===== src/design/q4_block_dequantizer_assert.svh =====
// Assertion macros for the Q4_0 dequantizer.
`ifndef Q4_BLOCK_DEQUANTIZER_ASSERT_SVH
`define Q4_BLOCK_DEQUANTIZER_ASSERT_SVH

`define Q4_ASSERT_IMPL(label, clk, rstn, ante, cons) \
    label: assert property (@(posedge clk) disable iff (!rstn) (ante) |-> (cons)) \
        else $error("assertion failed");

`define Q4_ASSERT_NEXT(label, clk, rstn, ante, cons) \
    label: assert property (@(posedge clk) disable iff (!rstn) (ante) |=> (cons)) \
        else $error("assertion failed");

`endif


===== src/design/q4bd_pkg.sv =====
`timescale 1ns / 1ps
package q4bd_pkg;
    localparam logic [4:0] BLOCK_BYTES = 5'd18;
    localparam logic [4:0] HALF_ELEMS  = 5'd16;
    localparam logic [31:0] QUIET_NAN  = 32'h7FC0_0000;

    typedef struct packed {
        logic [7:0] byte_in;
        logic       last;
        logic [3:0] j;
    } weight_t;
endpackage


===== src/design/q4bd_scale_mul.sv =====
`timescale 1ns / 1ps
// Exact product of a half-precision scale and (nibble - 8).
module q4bd_scale_mul (
    input  logic [15:0] scale,
    input  logic [3:0]  nibble,
    output logic [31:0] value_bits
);
    logic        hsign;
    logic [4:0]  hexp;
    logic [9:0]  hman;
    logic        fneg;
    logic [3:0]  mag;
    logic        sign;
    logic [10:0] sig;
    logic [14:0] prod;
    logic [3:0]  msb;
    logic [7:0]  biased;
    logic [22:0] man;
    logic [37:0] shifted;

    always_comb begin
        hsign = scale[15];
        hexp  = scale[14:10];
        hman  = scale[9:0];
        fneg  = ~nibble[3];
        mag   = nibble[3] ? {1'b0, nibble[2:0]} : 4'd8 - {1'b0, nibble[2:0]};
        sign  = hsign ^ fneg;
        sig   = (hexp == 5'd0) ? {1'b0, hman} : {1'b1, hman};
        prod  = sig * {7'd0, mag};
        msb   = 4'd0;
        for (int i = 1; i < 15; i++) begin
            if (prod[i]) msb = 4'(i);
        end
        // exponent = msb + (hexp==0 ? -24 : hexp-25) + 127
        biased = (hexp == 5'd0) ? 8'(8'd103 + {4'd0, msb})
                                : 8'(8'd102 + {4'd0, msb} + {3'd0, hexp});
        shifted = {23'd0, prod} << (5'd23 - {1'b0, msb});
        man     = shifted[22:0];
        if (hexp == 5'h1F) begin
            // payload at the top of the mantissa, quiet bit forced
            if (hman != 10'd0) value_bits = {hsign, 8'hFF, 1'b1, hman[8:0], 13'd0};
            else if (mag == 4'd0) value_bits = q4bd_pkg::QUIET_NAN;
            else value_bits = {sign, 8'hFF, 23'd0};
        end else if (prod == 15'd0) begin
            value_bits = {sign, 31'd0};
        end else begin
            value_bits = {sign, biased, man};
        end
    end
endmodule


===== src/design/q4_block_dequantizer.sv =====
`timescale 1ns / 1ps
// Q4_0 block dequantizer.
// s_axis: one byte per transaction, tdata = byte_in[7:0], tlast = tensor_last.
// A block is 18 bytes: half-precision scale (low byte first), then 16 weight
// bytes. Scale bytes produce nothing; weight byte j produces two results:
// low nibble as element j, then high nibble as element j+16.
// m_axis: tdata = value_bits[31:0], element_index[36:32], zero fill to 40;
// tuser = pair_last; tlast = tensor_end (on the second result only).
// A weight byte is held in the input register and its results are registered
// in the output register. The output port takes one result per cycle while the
// receiver is ready; scale bytes go in one per cycle while tready is high.
// A held weight byte in the input register lets the next byte be accepted
// as soon as its second result is produced into the output register.
// Receiver stall: the output register holds, and input backs up.
// tensor_last returns the block position to zero.
// Reset clears position, scale and all valid flags.
module q4_block_dequantizer (
    input  logic        aclk,
    input  logic        aresetn,
    input  logic        s_axis_tvalid,
    output logic        s_axis_tready,
    input  logic [7:0]  s_axis_tdata,   // byte_in
    input  logic        s_axis_tlast,   // tensor_last
    output logic        m_axis_tvalid,
    input  logic        m_axis_tready,
    output logic [39:0] m_axis_tdata,   // value_bits, element_index, zero fill
    output logic        m_axis_tuser,   // pair_last
    output logic        m_axis_tlast    // tensor_end
);
    `include "q4_block_dequantizer_assert.svh"

    logic [4:0]  pos_reg, pos_next;
    logic [15:0] scale_reg, scale_next;
    q4bd_pkg::weight_t w_reg, w_next;
    logic        w_valid_reg, w_valid_next;
    logic        half_reg, half_next;
    logic        o_valid_reg, o_valid_next;
    logic [31:0] o_value_reg, o_value_next;
    logic [4:0]  o_index_reg, o_index_next;
    logic        o_pair_reg, o_pair_next;
    logic        o_end_reg, o_end_next;
    logic        s_fire, o_load, done;
    logic [3:0]  nib;
    logic [31:0] prod_bits;

    assign o_load = !o_valid_reg || m_axis_tready;
    assign done   = w_valid_reg && half_reg && o_load;
    assign s_axis_tready = !w_valid_reg || done;
    assign s_fire = s_axis_tvalid && s_axis_tready;
    assign nib = half_reg ? w_reg.byte_in[7:4] : w_reg.byte_in[3:0];

    q4bd_scale_mul u_mul (.scale(scale_reg), .nibble(nib), .value_bits(prod_bits));

    always_comb begin
        pos_next = pos_reg;
        scale_next = scale_reg;
        w_next = w_reg;
        w_valid_next = w_valid_reg;
        half_next = half_reg;
        o_valid_next = o_valid_reg && !m_axis_tready;
        o_value_next = o_value_reg;
        o_index_next = o_index_reg;
        o_pair_next = o_pair_reg;
        o_end_next = o_end_reg;
        if (w_valid_reg && o_load) begin
            o_valid_next = 1'b1;
            o_value_next = prod_bits;
            o_index_next = {half_reg, w_reg.j};
            o_pair_next = half_reg;
            o_end_next = half_reg && w_reg.last;
            half_next = !half_reg;
            if (half_reg) w_valid_next = 1'b0;
        end
        if (s_fire) begin
            if (pos_reg == 5'd0) begin
                scale_next[7:0] = s_axis_tdata;
            end else if (pos_reg == 5'd1) begin
                scale_next[15:8] = s_axis_tdata;
            end else begin
                w_valid_next = 1'b1;
                half_next = 1'b0;
                w_next.byte_in = s_axis_tdata;
                w_next.last = s_axis_tlast;
                w_next.j = 4'(pos_reg - 5'd2);
            end
            pos_next = 5'(pos_reg + 5'd1);
            if (pos_next >= q4bd_pkg::BLOCK_BYTES || s_axis_tlast) pos_next = 5'd0;
        end
    end

    always_ff @(posedge aclk) begin
        if (!aresetn) begin
            pos_reg <= 5'd0;
            scale_reg <= 16'd0;
            w_valid_reg <= 1'b0;
            half_reg <= 1'b0;
            o_valid_reg <= 1'b0;
        end else begin
            pos_reg <= pos_next;
            scale_reg <= scale_next;
            w_valid_reg <= w_valid_next;
            half_reg <= half_next;
            o_valid_reg <= o_valid_next;
        end
        w_reg <= w_next;
        o_value_reg <= o_value_next;
        o_index_reg <= o_index_next;
        o_pair_reg <= o_pair_next;
        o_end_reg <= o_end_next;
    end

    assign m_axis_tvalid = o_valid_reg;
    assign m_axis_tdata  = {3'd0, o_index_reg, o_value_reg};
    assign m_axis_tuser  = o_pair_reg;
    assign m_axis_tlast  = o_end_reg;

    `Q4_ASSERT_IMPL(a_pos_range, aclk, aresetn, 1'b1, pos_reg < q4bd_pkg::BLOCK_BYTES)
    `Q4_ASSERT_IMPL(a_end_pair, aclk, aresetn, m_axis_tvalid && m_axis_tlast, m_axis_tuser)
    `Q4_ASSERT_IMPL(a_pair_index, aclk, aresetn, m_axis_tvalid,
        m_axis_tuser == o_index_reg[4])
    `Q4_ASSERT_NEXT(a_stall_hold, aclk, aresetn, m_axis_tvalid && !m_axis_tready,
        m_axis_tvalid && $stable(o_value_reg))
endmodule

===== config.mk =====
export PLATFORM = sky130hd
export DESIGN_NAME = q4_block_dequantizer
export DESIGN_NICKNAME = d
export VERILOG_FILES = /design/src/design/q4bd_pkg.sv /design/src/design/q4bd_scale_mul.sv /design/src/design/q4_block_dequantizer.sv
export VERILOG_INCLUDE_DIRS = /design/src /design/src/design
export SDC_FILE = /design/constraint.sdc
export NUM_CORES = 1
export LEC_CHECK = 0
export BUFFER_PORTS_ARGS = -buffer_cell sky130_fd_sc_hd__buf_2
export CAP_MARGIN = 20
export CORE_ASPECT_RATIO = 0.7
export CORE_MARGIN = 2
export CORE_UTILIZATION = 53
export DETAILED_ROUTE_END_ITERATION = 12
export GPL_TIMING_DRIVEN = 0
export PLACE_DENSITY = 0.72
export SLEW_MARGIN = 20
export SYNTH_ARGS = -nofsm -noshare
export SYNTH_HDL_FRONTEND = slang
export SYNTH_SLANG_ARGS = --single-unit

===== constraint.sdc =====
create_clock -name aclk -period 7.8 [get_ports aclk]
set_input_delay 0.39 -clock aclk [delete_from_list [all_inputs] [get_ports aclk]]
set_output_delay 0.39 -clock aclk [all_outputs]
set_load 0.02 [all_outputs]

==> impl_metrics.toml <==
[worst_setup_path]
reg2reg_depth = 25
crit_type = "register to register"
required_ns = 7.86
cp-end-kind = "register"
arrival_ns = 7.25
critPathMostFrequentCell = "fa_1"
crit_path_start_kind = "register"
rrSetupSlack_ns = 0.61
max_stage_delay_ns = 0.52
r2r-end = "o_value_reg[30]"
path_max_fanout = 10
r2r_start = "half_reg"
crit_slowest_cell = "fa_1"

[floorplanning]
die_height_um = 90.8
fp.coreArea_mm2 = 0.0104
rows = 31
dieArea_mm2 = 0.0116
io-pin-count = 57
die_w_um = 128
start_util_pct = 54.7

[synthesis]
synth_top_area_share_pct = 26.8
synthAdderAreaFrac_pct = 14.1
async_reset_ff_share_pct = 0
ys_seq_elements = 75
synth_ff_type = "edfxtp_1"
synth_edf_count = 51
yosys_warnings = 0
synth_compound_area_share_pct = 18.4
synth-simple-area-share_pct = 17.2
synthXorXnorAreaFrac_pct = 2.61
synthMuxAreaShare_pct = 5.92
synth-seq-area-share_pct = 35.2
yosysTopAreaCell = "edfxtp_1"
synthCells = 578
syn_avg_cell_area_um2 = 9.88
synth_area_leaders = "edfxtp_1 27%, dfxtp_1 8.4%, ha_1 7.5%"
synth_top_family_by_area = "compound AO/OA/AOI/OAI gates"
netlist_area_mm2 = 0.00571
synthDistinctLibCells = 86

[cts]
clockRootBuffer = "clkbuf_16"
clk_pin_slew_ns = 0.06
htree_levels = 3
numCtsBuffers = 9
tritoncts = "built"
clk_latency_ns = 0.34
clk_path_buf_depth = 2
clkSinkCount = 75

[routing]
firstDrtPassIters = 5
ant_nets = 0
num_vias = 4630
viasPerCell = 5.82
drt_drc_violations_left = 0
wl_um = 13900
wl_per_cell_um = 17.5
drt_iter0_drc = 555

[place]
gp_congestion = 0.935
port_buffers = 53
placed_cells = 775
post-dp-hpwl_um = 10800

[pwr]
power_density_mw_per_mm2 = 206
p_leak_nw = 2.94
power_frac_clock_pct = 32.4
vdd_drop_max_v = 0.000150
seqPwrFrac_pct = 34.3
power.switching_uw = 438
p_comb_share_pct = 33.2
p_int_uw = 912
swShare_pct = 32.5

[timing]
finalSetupViolCount = 0
worst_slew_pin_slew_ns = 0.821
rsz0062_at_grt = "false"
maxSlewHeadroom_pct = 44.8
fin_crit_ns = 7.19
tns_ns = 0
hold_violations = 0
fin_skew_ns = 0.00663
slew_viol_final = 0
timing.fmax_mhz = 139
min_period_over_period_pct = 92.1

[finish]
largest_reg_flops = 32
num-nets-final = 724
insertedDiodeCount = 0
nFillCells = 876
final_layout_size_suffix_gt1_share_pct = 18.4
finalNonFillerCells = 795
area_growth_syn_to_layout_pct = 15.1

[hold_path]
worstHoldEndpoint = "w_reg[4]"
hold_path_class = "input port to register"
hold_depth = 1
min_from = "s_axis_tlast"

[global_route]
busiest_layer = "met1"
grtUsageMet2_pct = 37.0
use_met1_pct = 37.8
grt_overflow_total = 0
grt.total_usage_pct = 25.3
grt_max_degree = 37
grt_pass1_vias = 4407
antenna_found_initial = 0
grt_pass1_wl_um = 23000
grt_use_met3_pct = 6.04

[job]
drv_cap = 0

[run_status]
status = "complete, no violations"
-- synth_stat cells (all sizes together), types with 3 or more instances --
cell type / instances
a2111oi: 3
a211oi: 9
a21boi: 12
a21o: 11
a21oi: 22
a22oi: 5
and2: 29
and3: 6
buf: 12
clkbuf: 14
dfxtp: 24
edfxtp: 51
fa: 19
ha: 34
inv: 49
mux2: 3
mux2i: 30
nand2: 45
nand2b: 5
nand3: 15
nor2: 32
nor2b: 24
nor3: 12
nor3b: 3
nor4: 4
o211a: 3
o211ai: 6
o21a: 3
o21ai: 35
o221ai: 3
o31ai: 5
or3: 3
xnor2: 7
xor2: 10
-- per-stage QoR --
stage               utilization, %  power [mW]  hold slack, ns  worst slack, ns  instance area, um2
floorplan                        -       0.793           0.400             1.26                5750
global placement              59.2       0.894           0.410            0.382                6180
detailed placement            59.4       0.898           0.416            0.285                6200
CTS                           62.5        1.34           0.242            0.252                6520
global route                  63.0        1.42           0.248            0.110                6570
finish                        63.0        1.35           0.253            0.612                6570
-- placed cells by master (no fill, tap or decap), types with 7 or more instances in the layout --
cell type and count:
buf_4 9, and2_1 25, nand2_1 44, a21boi_0 12
nor3_1 10, a21oi_1 20, conb_1 12, inv_1 47
dfxtp_1 24, fa_1 19, buf_2 54, edfxtp_1 51
nor2_1 29, o21ai_0 30, mux2i_1 30, a21o_1 10
nand3_1 15, xnor2_1 7, clkbuf_16 9, ha_1 34
xor2_1 10, clkbuf_1 10, nor2b_1 24
-- logic make-up (layout without fill, tap and decap cells) --
| family | Yosys count | count (layout) |
|---|---|---|
| simple gates | 184 | 184 |
| compound gates | 140 | 140 |
| flops | 75 | 75 |
| buf+inv | 75 | 149 |
| fa+ha+maj | 53 | 53 |
| mux | 33 | 33 |
| xor+xnor | 17 | 17 |
| other cells | 1 | 12 |
-- final cells by class --
class                           count  area, um2  share of cell area, %
Multi-Input combinational cell    439       3390                   51.5
Sequential cell                    75       2010                   30.6
Timing Repair Buffer               58        315                   4.80
Clock buffer                        9        225                   3.43
Buffer                             26        189                   2.88
Inverter                           49        184                   2.80
Tap cell                          132        165                   2.51
Clock inverter                      7       92.6                   1.41
-- timing repair --
action,4_1_cts,5_1_grt
setup endpoints to repair,0,5
hold buffers,0,0
setup buffers,0,4
resized for setup,0,8
-- metal layers --
metal	part of all wire, %	wire (um)	vias up
met1	48	6740	2207
met3	7.5	1050	24
li1	-	-	2223
met4	1.4	192	0
met2	43	5930	176
met5	0	0	-
-- worst max-delay path, delay by kind of cell (launching register included) --
kind	cells	cell delay, ns
buffers and inverters	5	0.77
adder cells (fa/ha/maj)	7	2.51
AO/OA/AOI/OAI	10	2.53
multiplexers	1	0.41
AND/OR/NAND/NOR	2	0.33
flip-flops	1	0.35
-- worst max path at each step --
| stage | startpoint | to | slack [ns] | cells past startpoint |
|---|---|---|---|---|
| after floorplan | half_reg | o_value_reg[27] | 1.26 | 27 |
| after global placement | half_reg | o_value_reg[27] | 0.38 | 29 |
| after detailed placement | half_reg | o_value_reg[27] | 0.29 | 29 |
| after CTS | half_reg | o_value_reg[27] | 0.25 | 29 |
| after global routing | half_reg | o_value_reg[29] | 0.11 | 28 |
| final | half_reg | o_value_reg[30] | 0.61 | 25 |
-- power by group through the flow --
| stage | Clock [mW] | Sequential [mW] | Combinational (mW) |
|---|---|---|---|
| after CTS | 0.443 | 0.464 | 0.429 |
| after detailed placement | 0 | 0.472 | 0.426 |
| after global placement | 0 | 0.472 | 0.422 |
| after global routing | 0.459 | 0.466 | 0.492 |
| final | 0.438 | 0.464 | 0.448 |
| after floorplan | 0 | 0.480 | 0.312 |
(Power assumes the default switching activity.)
